### src/hw/rtl/hcg_pkg.sv
// Shared constants, types and helpers for the horizontal color gradient core.
package hcg_pkg;

    localparam int MAX_COLUMNS = 4096;
    localparam int FRAC_BITS   = 16;
    localparam int CH_W        = 8;
    localparam int RGB_W       = 3 * CH_W;
    localparam int ACC_W       = CH_W + FRAC_BITS;
    localparam int DELTA_W     = ACC_W + 1;
    localparam int WID_W       = $clog2(MAX_COLUMNS) + 1;
    localparam int COL_W       = $clog2(MAX_COLUMNS);
    localparam int CFG_IDX_W   = 2;
    localparam int CNT_W       = $clog2(ACC_W + 1);

    localparam logic [CFG_IDX_W-1:0] CFG_START_RGB = CFG_IDX_W'(0);
    localparam logic [CFG_IDX_W-1:0] CFG_END_RGB   = CFG_IDX_W'(1);
    localparam logic [CFG_IDX_W-1:0] CFG_BAR_WIDTH = CFG_IDX_W'(2);

    localparam logic [RGB_W-1:0] START_RESET = '0;
    localparam logic [RGB_W-1:0] END_RESET   = '1;
    localparam logic [WID_W-1:0] WIDTH_RESET = WID_W'(1);

    typedef struct packed {
        logic             restart;
        logic [RGB_W-1:0] start_rgb;
        logic [RGB_W-1:0] end_rgb;
        logic [WID_W-1:0] width;
        logic [COL_W-1:0] col;
        logic             last;
    } t_cmd;

    typedef enum logic {
        BK_IDLE,
        BK_DIV
    } t_back_state;

    function automatic logic [WID_W-1:0] eff_width(input logic [WID_W-1:0] w);
        logic [WID_W-1:0] r;
        r = w;
        if (w == '0) begin
            r = WID_W'(1);
        end else if (w > WID_W'(MAX_COLUMNS)) begin
            r = WID_W'(MAX_COLUMNS);
        end
        return r;
    endfunction

endpackage

### src/hw/rtl/hcg_front.sv
// Front end: config registers, column tracking and request classification.
module hcg_front (
    input  logic                            i_clk,
    input  logic                            i_rst_n,
    input  logic                            i_cfg_valid,
    output logic                            o_cfg_ready,
    input  logic [hcg_pkg::CFG_IDX_W-1:0]   i_cfg_index,
    input  logic [hcg_pkg::RGB_W-1:0]       i_cfg_data,
    input  logic                            i_in_valid,
    output logic                            o_in_ready,
    input  logic                            i_first_column,
    input  logic                            i_q_full,
    output logic                            o_q_push,
    output hcg_pkg::t_cmd                   o_q_cmd
);

    logic [hcg_pkg::RGB_W-1:0] r_start_rgb;
    logic [hcg_pkg::RGB_W-1:0] r_end_rgb;
    logic [hcg_pkg::WID_W-1:0] r_bar_width;
    logic [hcg_pkg::COL_W-1:0] r_count;
    logic [hcg_pkg::COL_W-1:0] n_count;
    logic                      r_auto;
    logic [hcg_pkg::RGB_W-1:0] r_snap_start;
    logic [hcg_pkg::RGB_W-1:0] r_snap_end;
    logic [hcg_pkg::WID_W-1:0] r_snap_width;

    logic [hcg_pkg::WID_W-1:0] w_eff;
    logic                      restart_cur;
    logic                      accept;
    logic                      cfg_wr;
    hcg_pkg::t_cmd             cmd;

    assign o_cfg_ready = 1'b1;
    assign cfg_wr      = i_cfg_valid;
    assign o_in_ready  = !i_q_full;
    assign accept      = i_in_valid && !i_q_full;
    assign w_eff       = hcg_pkg::eff_width(r_bar_width);
    assign restart_cur = i_first_column || ({1'b0, r_count} >= w_eff);

    always_comb begin
        cmd.restart   = restart_cur || r_auto;
        cmd.start_rgb = restart_cur ? r_start_rgb : r_snap_start;
        cmd.end_rgb   = restart_cur ? r_end_rgb : r_snap_end;
        cmd.width     = restart_cur ? w_eff : r_snap_width;
        cmd.col       = cmd.restart ? '0 : r_count;
        cmd.last      = ({1'b0, cmd.col} == (w_eff - hcg_pkg::WID_W'(1)));
        n_count       = cmd.last ? '0 : cmd.col + hcg_pkg::COL_W'(1);
    end

    assign o_q_push = accept;
    assign o_q_cmd  = cmd;

    always_ff @(posedge i_clk) begin
        if (!i_rst_n) begin
            r_start_rgb <= hcg_pkg::START_RESET;
            r_end_rgb   <= hcg_pkg::END_RESET;
            r_bar_width <= hcg_pkg::WIDTH_RESET;
            r_count     <= '0;
            r_auto      <= 1'b0;
        end else begin
            if (cfg_wr) begin
                unique case (i_cfg_index)
                    hcg_pkg::CFG_START_RGB: r_start_rgb <= i_cfg_data;
                    hcg_pkg::CFG_END_RGB:   r_end_rgb   <= i_cfg_data;
                    hcg_pkg::CFG_BAR_WIDTH: r_bar_width <= i_cfg_data[hcg_pkg::WID_W-1:0];
                    default: ;
                endcase
            end
            if (accept) begin
                r_count <= n_count;
                r_auto  <= cmd.last;
            end
        end
    end

    always_ff @(posedge i_clk) begin
        if (accept && cmd.last) begin
            r_snap_start <= r_start_rgb;
            r_snap_end   <= r_end_rgb;
            r_snap_width <= w_eff;
        end
    end

endmodule

### src/hw/rtl/hcg_queue.sv
// Two-entry request queue between front and back end.
module hcg_queue (
    input  logic          i_clk,
    input  logic          i_rst_n,
    input  logic          i_push,
    input  hcg_pkg::t_cmd i_cmd,
    output logic          o_full,
    input  logic          i_pop,
    output logic          o_empty,
    output hcg_pkg::t_cmd o_cmd
);

    hcg_pkg::t_cmd r_mem [2];
    logic          r_wptr;
    logic          r_rptr;
    logic [1:0]    r_cnt;
    logic          do_push;
    logic          do_pop;

    assign o_full  = (r_cnt == 2'd2);
    assign o_empty = (r_cnt == 2'd0);
    assign do_push = i_push && !o_full;
    assign do_pop  = i_pop && !o_empty;
    assign o_cmd   = r_mem[r_rptr];

    always_ff @(posedge i_clk) begin
        if (!i_rst_n) begin
            r_wptr <= 1'b0;
            r_rptr <= 1'b0;
            r_cnt  <= 2'd0;
        end else begin
            if (do_push) begin
                r_wptr <= !r_wptr;
            end
            if (do_pop) begin
                r_rptr <= !r_rptr;
            end
            case ({do_push, do_pop})
                2'b10:   r_cnt <= r_cnt + 2'd1;
                2'b01:   r_cnt <= r_cnt - 2'd1;
                default: r_cnt <= r_cnt;
            endcase
        end
    end

    always_ff @(posedge i_clk) begin
        if (do_push) begin
            r_mem[r_wptr] <= i_cmd;
        end
    end

endmodule

### src/hw/rtl/hcg_div.sv
// Radix-2 restoring divider for one channel step: ((e - s) << FRAC_BITS) / w.
module hcg_div (
    input  logic                          i_clk,
    input  logic                          i_rst_n,
    input  logic                          i_start,
    input  logic [hcg_pkg::CH_W-1:0]      i_s,
    input  logic [hcg_pkg::CH_W-1:0]      i_e,
    input  logic [hcg_pkg::WID_W-1:0]     i_w,
    output logic                          o_done,
    output logic [hcg_pkg::DELTA_W-1:0]   o_delta
);

    logic                          r_busy;
    logic                          r_done;
    logic [hcg_pkg::CNT_W-1:0]     r_cnt;
    logic [hcg_pkg::WID_W-2:0]     r_rem;
    logic [hcg_pkg::ACC_W-1:0]     r_quo;
    logic                          r_neg;
    logic [hcg_pkg::WID_W-1:0]     r_w;

    logic                          neg;
    logic [hcg_pkg::CH_W-1:0]      mag;
    logic [hcg_pkg::WID_W-1:0]     trial;
    logic                          ge;
    logic [hcg_pkg::WID_W-1:0]     diff;

    assign neg   = (i_e < i_s);
    assign mag   = neg ? (i_s - i_e) : (i_e - i_s);
    assign trial = {r_rem, r_quo[hcg_pkg::ACC_W-1]};
    assign ge    = (trial >= r_w);
    assign diff  = trial - r_w;

    always_ff @(posedge i_clk) begin
        if (!i_rst_n) begin
            r_busy <= 1'b0;
            r_done <= 1'b0;
        end else begin
            r_done <= 1'b0;
            if (i_start) begin
                r_busy <= 1'b1;
            end else if (r_busy && (r_cnt == hcg_pkg::CNT_W'(hcg_pkg::ACC_W - 1))) begin
                r_busy <= 1'b0;
                r_done <= 1'b1;
            end
        end
    end

    always_ff @(posedge i_clk) begin
        if (i_start) begin
            r_quo <= {mag, {hcg_pkg::FRAC_BITS{1'b0}}};
            r_rem <= '0;
            r_cnt <= '0;
            r_neg <= neg;
            r_w   <= i_w;
        end else if (r_busy) begin
            r_rem <= ge ? diff[hcg_pkg::WID_W-2:0] : trial[hcg_pkg::WID_W-2:0];
            r_quo <= {r_quo[hcg_pkg::ACC_W-2:0], ge};
            r_cnt <= r_cnt + hcg_pkg::CNT_W'(1);
        end
    end

    assign o_done  = r_done;
    assign o_delta = r_neg ? (hcg_pkg::DELTA_W'(0) - {1'b0, r_quo}) : {1'b0, r_quo};

endmodule

### src/hw/rtl/hcg_back.sv
// Back end: accumulators, step dividers and the output register.
module hcg_back (
    input  logic                          i_clk,
    input  logic                          i_rst_n,
    input  logic                          i_q_empty,
    input  hcg_pkg::t_cmd                 i_q_cmd,
    output logic                          o_q_pop,
    output logic                          o_out_valid,
    input  logic                          i_out_ready,
    output logic [hcg_pkg::RGB_W-1:0]     o_pixel_rgb,
    output logic [hcg_pkg::COL_W-1:0]     o_column_index,
    output logic                          o_last_column
);

    localparam int CH = hcg_pkg::CH_W;
    localparam int AW = hcg_pkg::ACC_W;
    localparam int FB = hcg_pkg::FRAC_BITS;

    hcg_pkg::t_back_state r_state;
    hcg_pkg::t_back_state n_state;

    logic [AW-1:0]                 r_acc_r, r_acc_g, r_acc_b;
    logic [hcg_pkg::DELTA_W-1:0]   r_dl_r, r_dl_g, r_dl_b;
    logic [hcg_pkg::COL_W-1:0]     r_col;
    logic                          r_last;
    logic                          r_out_valid;
    logic [hcg_pkg::RGB_W-1:0]     r_pixel;
    logic [hcg_pkg::COL_W-1:0]     r_out_col;
    logic                          r_out_last;

    logic                          out_free;
    logic                          pop;
    logic                          div_start;
    logic                          emit_adv;
    logic                          emit_div;
    logic                          div_done;
    logic                          done_r, done_g, done_b;
    logic [hcg_pkg::DELTA_W-1:0]   q_r, q_g, q_b;
    logic [hcg_pkg::DELTA_W-1:0]   dl_r, dl_g, dl_b;

    assign out_free = !r_out_valid || i_out_ready;
    assign div_done = done_r && done_g && done_b;

    hcg_div u_div_r (
        .i_clk   (i_clk),
        .i_rst_n (i_rst_n),
        .i_start (div_start),
        .i_s     (i_q_cmd.start_rgb[3*CH-1:2*CH]),
        .i_e     (i_q_cmd.end_rgb[3*CH-1:2*CH]),
        .i_w     (i_q_cmd.width),
        .o_done  (done_r),
        .o_delta (q_r)
    );

    hcg_div u_div_g (
        .i_clk   (i_clk),
        .i_rst_n (i_rst_n),
        .i_start (div_start),
        .i_s     (i_q_cmd.start_rgb[2*CH-1:CH]),
        .i_e     (i_q_cmd.end_rgb[2*CH-1:CH]),
        .i_w     (i_q_cmd.width),
        .o_done  (done_g),
        .o_delta (q_g)
    );

    hcg_div u_div_b (
        .i_clk   (i_clk),
        .i_rst_n (i_rst_n),
        .i_start (div_start),
        .i_s     (i_q_cmd.start_rgb[CH-1:0]),
        .i_e     (i_q_cmd.end_rgb[CH-1:0]),
        .i_w     (i_q_cmd.width),
        .o_done  (done_b),
        .o_delta (q_b)
    );

    always_comb begin
        n_state = r_state;
        unique case (r_state)
            hcg_pkg::BK_IDLE: begin
                if (!i_q_empty && out_free && i_q_cmd.restart) begin
                    n_state = hcg_pkg::BK_DIV;
                end
            end
            hcg_pkg::BK_DIV: begin
                if (div_done) begin
                    n_state = hcg_pkg::BK_IDLE;
                end
            end
            default: n_state = hcg_pkg::BK_IDLE;
        endcase
    end

    always_comb begin
        pop       = 1'b0;
        div_start = 1'b0;
        emit_adv  = 1'b0;
        emit_div  = 1'b0;
        unique case (r_state)
            hcg_pkg::BK_IDLE: begin
                pop       = !i_q_empty && out_free;
                div_start = pop && i_q_cmd.restart;
                emit_adv  = pop && !i_q_cmd.restart;
            end
            hcg_pkg::BK_DIV: begin
                emit_div = div_done;
            end
            default: ;
        endcase
    end

    assign dl_r = emit_div ? q_r : r_dl_r;
    assign dl_g = emit_div ? q_g : r_dl_g;
    assign dl_b = emit_div ? q_b : r_dl_b;

    always_ff @(posedge i_clk) begin
        if (!i_rst_n) begin
            r_state     <= hcg_pkg::BK_IDLE;
            r_out_valid <= 1'b0;
            r_acc_r     <= '0;
            r_acc_g     <= '0;
            r_acc_b     <= '0;
            r_dl_r      <= '0;
            r_dl_g      <= '0;
            r_dl_b      <= '0;
        end else begin
            r_state <= n_state;
            if (emit_adv || emit_div) begin
                r_out_valid <= 1'b1;
            end else if (i_out_ready) begin
                r_out_valid <= 1'b0;
            end
            if (div_start) begin
                r_acc_r <= {i_q_cmd.start_rgb[3*CH-1:2*CH], {FB{1'b0}}};
                r_acc_g <= {i_q_cmd.start_rgb[2*CH-1:CH], {FB{1'b0}}};
                r_acc_b <= {i_q_cmd.start_rgb[CH-1:0], {FB{1'b0}}};
            end else if (emit_adv || emit_div) begin
                r_acc_r <= r_acc_r + dl_r[AW-1:0];
                r_acc_g <= r_acc_g + dl_g[AW-1:0];
                r_acc_b <= r_acc_b + dl_b[AW-1:0];
            end
            if (emit_div) begin
                r_dl_r <= q_r;
                r_dl_g <= q_g;
                r_dl_b <= q_b;
            end
        end
    end

    always_ff @(posedge i_clk) begin
        if (div_start) begin
            r_col  <= i_q_cmd.col;
            r_last <= i_q_cmd.last;
        end
        if (emit_adv || emit_div) begin
            r_pixel <= {r_acc_r[AW-1:FB], r_acc_g[AW-1:FB], r_acc_b[AW-1:FB]};
        end
        if (emit_adv) begin
            r_out_col  <= i_q_cmd.col;
            r_out_last <= i_q_cmd.last;
        end else if (emit_div) begin
            r_out_col  <= r_col;
            r_out_last <= r_last;
        end
    end

    assign o_q_pop        = pop;
    assign o_out_valid    = r_out_valid;
    assign o_pixel_rgb    = r_pixel;
    assign o_column_index = r_out_col;
    assign o_last_column  = r_out_last;

endmodule

### src/hw/rtl/horizontal_color_gradient_core.sv
// Horizontal RGB888 gradient generator: top level.
// An advancing column passes the request queue and the output register; a restart
// (first column, width overrun or the column after the last) also waits for
// the 24-step radix-2 step dividers that run for all three channels.
// Throughput: one column per cycle between restarts, while i_out_ready does not stall the output.
// Reset: synchronous active low; registers return to start 0, end 0xffffff, width 1.
module horizontal_color_gradient_core (
    input  logic                            i_clk,
    input  logic                            i_rst_n,
    input  logic                            i_cfg_valid,
    output logic                            o_cfg_ready,
    input  logic [hcg_pkg::CFG_IDX_W-1:0]   i_cfg_index,
    input  logic [hcg_pkg::RGB_W-1:0]       i_cfg_data,
    input  logic                            i_in_valid,
    output logic                            o_in_ready,
    input  logic                            i_first_column,
    output logic                            o_out_valid,
    input  logic                            i_out_ready,
    output logic [hcg_pkg::RGB_W-1:0]       o_pixel_rgb,
    output logic [hcg_pkg::COL_W-1:0]       o_column_index,
    output logic                            o_last_column
);

    logic          q_full;
    logic          q_empty;
    logic          q_push;
    logic          q_pop;
    hcg_pkg::t_cmd q_wr_cmd;
    hcg_pkg::t_cmd q_rd_cmd;

    hcg_front u_front (
        .i_clk          (i_clk),
        .i_rst_n        (i_rst_n),
        .i_cfg_valid    (i_cfg_valid),
        .o_cfg_ready    (o_cfg_ready),
        .i_cfg_index    (i_cfg_index),
        .i_cfg_data     (i_cfg_data),
        .i_in_valid     (i_in_valid),
        .o_in_ready     (o_in_ready),
        .i_first_column (i_first_column),
        .i_q_full       (q_full),
        .o_q_push       (q_push),
        .o_q_cmd        (q_wr_cmd)
    );

    hcg_queue u_queue (
        .i_clk   (i_clk),
        .i_rst_n (i_rst_n),
        .i_push  (q_push),
        .i_cmd   (q_wr_cmd),
        .o_full  (q_full),
        .i_pop   (q_pop),
        .o_empty (q_empty),
        .o_cmd   (q_rd_cmd)
    );

    hcg_back u_back (
        .i_clk          (i_clk),
        .i_rst_n        (i_rst_n),
        .i_q_empty      (q_empty),
        .i_q_cmd        (q_rd_cmd),
        .o_q_pop        (q_pop),
        .o_out_valid    (o_out_valid),
        .i_out_ready    (i_out_ready),
        .o_pixel_rgb    (o_pixel_rgb),
        .o_column_index (o_column_index),
        .o_last_column  (o_last_column)
    );

endmodule

### config.mk
export PLATFORM = sky130hd
export DESIGN_NAME = horizontal_color_gradient_core
export DESIGN_NICKNAME = d
export VERILOG_FILES = /design/src/hw/rtl/hcg_pkg.sv /design/src/hw/rtl/hcg_front.sv /design/src/hw/rtl/hcg_queue.sv /design/src/hw/rtl/hcg_div.sv /design/src/hw/rtl/hcg_back.sv /design/src/hw/rtl/horizontal_color_gradient_core.sv
export SDC_FILE = /design/constraint.sdc
export NUM_CORES = 1
export LEC_CHECK = 0
export ABC_CLOCK_PERIOD_IN_PS = 5900
export BUFFER_PORTS_ARGS = -buffer_cell sky130_fd_sc_hd__buf_2
export CAP_MARGIN = 10
export CORE_MARGIN = 2
export CORE_UTILIZATION = 32
export CTS_BUF_LIST = sky130_fd_sc_hd__clkbuf_8 sky130_fd_sc_hd__clkbuf_16
export CTS_CLUSTER_DIAMETER = 100
export DETAILED_ROUTE_END_ITERATION = 8
export PLACE_DENSITY = 0.55
export REMOVE_ABC_BUFFERS = 1
export SYNTH_ARGS = -nofsm -noshare
export SYNTH_HDL_FRONTEND = slang
export SYNTH_SLANG_ARGS = --single-unit
### constraint.sdc
create_clock -name i_clk -period 5.9 [get_ports i_clk]
set_input_delay 0.59 -clock i_clk [delete_from_list [all_inputs] [get_ports i_clk]]
set_output_delay 0.59 -clock i_clk [all_outputs]
set_load 0.01 [all_outputs]
==> impl_metrics.yaml <==
floorplan:
  die_h_um: 322
  initial_core_util_pct: 32.3
  io_pins: 72
  core_area_um2: 100000
  num_rows: 116
  fp.dieW_um: 322
  die-area_um2: 104000
timing:
  finalMaxSlewViolations: 0
  rsz0062_at_grt: "false"
  fmaxAchievable_mhz: 194
  whs_ns: 0.219
  layout_min_cycle_time_ns: 5.15
  hold_viol_final: 0
  slew_headroom_pct: 30.1
  setup_viol: 0
  skew_ns: 0.0290
  period_share_pct: 87.3
  worst_pin_slew_ns: 1.05
routing:
  antenna_left: 0
  drcViolationCount: 0
  drt_iter0_markers: 1306
  wl_per_cell_um: 16.4
  vias: 23000
  wirelength_mm: 76.1
  vias_per_cell: 4.96
  drtPass1Iterations: 5
final_layout:
  area_delta_synth_final_pct: 12.4
  regArea_um2: 15700
  multi_input_area_um2: 15700
  fin_cells: 4637
  antenna_cells: 0
  layout-drive-gt1-share_pct: 11.2
  fillers: 10000
  num-nets-final: 3501
critical_path:
  cp_max_fo: 32
  critical_path.startpoint: "u_front.r_bar_width[2]$_SDFFE_PN0P_"
  worstPathArrival_ns: 5.47
  startpoint_type: "flip-flop"
  rr_startpoint: "u_front.r_bar_width[2]$_SDFFE_PN0P_"
  worstPathCellList: "or4_4, nor2_2, a31oi_1, nor2_1, ha_1, nand2b_1, a2111oi_0, nor4_1, o311ai_1, o21a_1, inv_1, o21ai_0, nand2_1, a31oi_1, nor4_1, and2_2, buf_4"
  rr_endpoint: "u_front.r_snap_start[13]$_DFFE_PP_"
  crit_path_top_delay_cell: "or4_4"
  rrSetupSlack_ns: 0.75
  crit_path_end_kind: "flip-flop"
  path_class: "flip-flop to flip-flop"
  slowest_delay_ns: 0.55
  ff2ff_path_depth: 17
  crit_required_ns: 6.21
synthesis:
  ys_warn_count: 0
  synth_edf_count: 301
  yosysSeqAreaShare_pct: 48.4
  yosysMostFrequentCell: "nand2_1"
  ys_ff_latch: 631
  synth.avg_cell_area_um2: 9.94
  synthTopCellsByArea: "edfxtp_1, dfxtp_1, ha_1, nand2_1, o21ai_0"
  synth_top_area_cell: "edfxtp_1"
  ys_types: 84
  ys_async_sr_fraction_pct: 0
  synth_common_cells: "nand2_1, dfxtp_1, edfxtp_1, o21ai_0, nor2_1"
  syn-cell-area_um2: 32400
  synth_top_area_share_pct: 27.9
  syn_inst: 3256
  yosys_most_used_dff: "dfxtp_1"
global_routing:
  grt_overflow: 0
  antenna_found_initial: 1
  grt_pass1_vias: 22200
  grt_max_degree: 94
  grt_pass1_wl_mm: 121
  grt_use_total_pct: 14.6
hold_path:
  whs_path_depth: 3
  worstHoldStart: "i_cfg_data[23]"
  hold_path_class: "primary input to flip-flop"
  hold-path-endpoint: "u_front.r_end_rgb[23]$_SDFFE_PN1P_"
clock_network:
  cts_tree: "yes"
  clk-insertion-delay-late_ns: 0.62
  cts_made_buffers: 71
  postCtsSetupBuffers: 0
  holdBufCountCts: 0
  h-tree-depth: 3
  cts_root_buf: "clkbuf_16"
  cts_resized: 0
  clk_pin_slew_worst_paths_ns: 0.06
  clockBufferDepth: 3
  cts.sinks: 631
placement:
  dp_hpwl_mm: 51.3
  placed_cells: 4509
  routabilityCongestion: 0.855
  numPortBuffers: 70
status:
  outcome: "complete, no violations"
pwr:
  clkPwrFrac_pct: 26.2
  power.density_nw_per_um2: 442
  comb_power_share_pct: 36.5
  irDropWorstVdd_mv: 0.242
  sw_frac_of_total_pct: 36.2
  p_int_uw: 10300
  leakage_uw: 0.0141
  power.switching_uw: 5820
  seqPwrFrac_pct: 37.3
  power_uw: 16100
job:
  maxCapViolCount: 0
worst max-delay path: cells and delay by family (launching register included):
| family | cells | cell delay [ns] |
|---|---|---|
| and+or+nand+nor | 8 | 1.63 |
| AOI/OAI and AO/OA | 6 | 2.00 |
| adders and majority gates | 1 | 0.25 |
| DFF | 1 | 0.40 |
| buffers and inverters | 2 | 0.54 |
power by group through the flow:
stage | combinational [uW] | sequential [uW] | clock, uW
floorplan | 4210 | 6100 | 0
global route | 6650 | 6090 | 4510
global placement | 5890 | 6070 | 0
finish | 5880 | 5990 | 4220
detailed placement | 5920 | 6080 | 0
CTS | 5940 | 6000 | 4350
logic make-up (layout without fill, tap and decap cells):
group	count (synthesis)	count (layout)	share of synthesized area (%)
and+or+nand+nor	1014	1014	14.7
AOI/OAI and AO/OA	740	740	14.1
DFF	631	631	48.4
buffers and inverters	287	370	3.38
muxes	219	219	7.20
adders and majority gates	185	185	7.43
xor gates and xnor gates	179	179	4.85
other	1	1	0.0116
registers in the layout (all words and copies together) (netlist names), 13 cells and up, named ones only:
name / cells
u_back.u_div_b.r_quo: 24
u_back.u_div_g.r_quo: 24
u_back.r_dl_g: 24
u_queue.r_mem: 150
u_back.r_acc_r: 24
u_back.r_dl_r: 24
u_front.r_bar_width: 13
u_back.u_div_r.r_quo: 24
u_back.r_acc_b: 24
u_front.r_end_rgb: 24
u_front.r_start_rgb: 24
u_back.u_div_r.r_w: 13
u_back.o_pixel_rgb: 24
u_front.r_snap_width: 13
u_front.r_snap_end: 24
u_back.r_dl_b: 24
u_front.r_snap_start: 24
u_back.r_acc_g: 24
placed cells by master, fill, tap and decap left out, types with 15 or more instances in the layout:
cell type  instances
o21a_1            33
a21oi_1          200
nor2_1           222
nand2_1          385
a31oi_1           22
and2_1            85
nand2b_1          19
xnor2_1           74
ha_1             173
o31ai_1           24
clkbuf_16         73
nor2b_1           42
mux2i_1          109
mux2_2           110
nor3_1            49
o41ai_1           15
a21o_1            34
edfxtp_1         301
buf_2             69
dfxtp_1          326
xor2_1           105
a211oi_1          22
nand4_1           19
inv_1            143
nand3_1           84
buf_4             43
o21ai_0          260
worst max path at each step:
stage | to | slack [ns] | cells past startpoint
2_1_floorplan | u_back.r_acc_r[22]$_SDFFE_PN0P_ | -2.29 | 6
3_3_place_gp | u_front.r_snap_end[11]$_DFFE_PP_ | 0.91 | 17
4_1_cts | u_front.r_snap_start[8]$_DFFE_PP_ | 0.76 | 14
5_1_grt | u_front.r_count[3]$_SDFFE_PN0P_ | 0.33 | 15
6_report | u_front.r_snap_start[13]$_DFFE_PP_ | 0.75 | 17
3_5_place_dp | u_front.r_snap_end[13]$_DFFE_PP_ | 0.78 | 14
through the flow:
step	setup slack [ns]	area (um^2)	util (%)	TNS [ns]
after floorplan	-2.29	31700	-	-219.75
after global placement	0.909	34100	34.1	0
after detailed placement	0.783	34100	34.1	0
after CTS	0.756	36400	36.3	0
after global routing	0.328	36400	36.3	0
final	0.749	36400	36.3	0
metal layers:
layer  track usage [%]  wire length (um)  up-vias
met5                 0                 0        -
li1                  -                 -    11700
met3              2.02              2630      106
met2              24.5             35400      323
met1              19.1             36100    10800
met4              5.10              1890        0
final cells by class:
cell class	count	area share, %
Multi-Input combinational cell	2338	43.1
Sequential cell	631	43.0
Clock buffer	79	5.25
Tap cell	1298	4.47
Timing Repair Buffer	114	1.95
Inverter	128	1.34
Clock inverter	49	0.843
No activity file was read; power rests on OpenSTA's default activity.
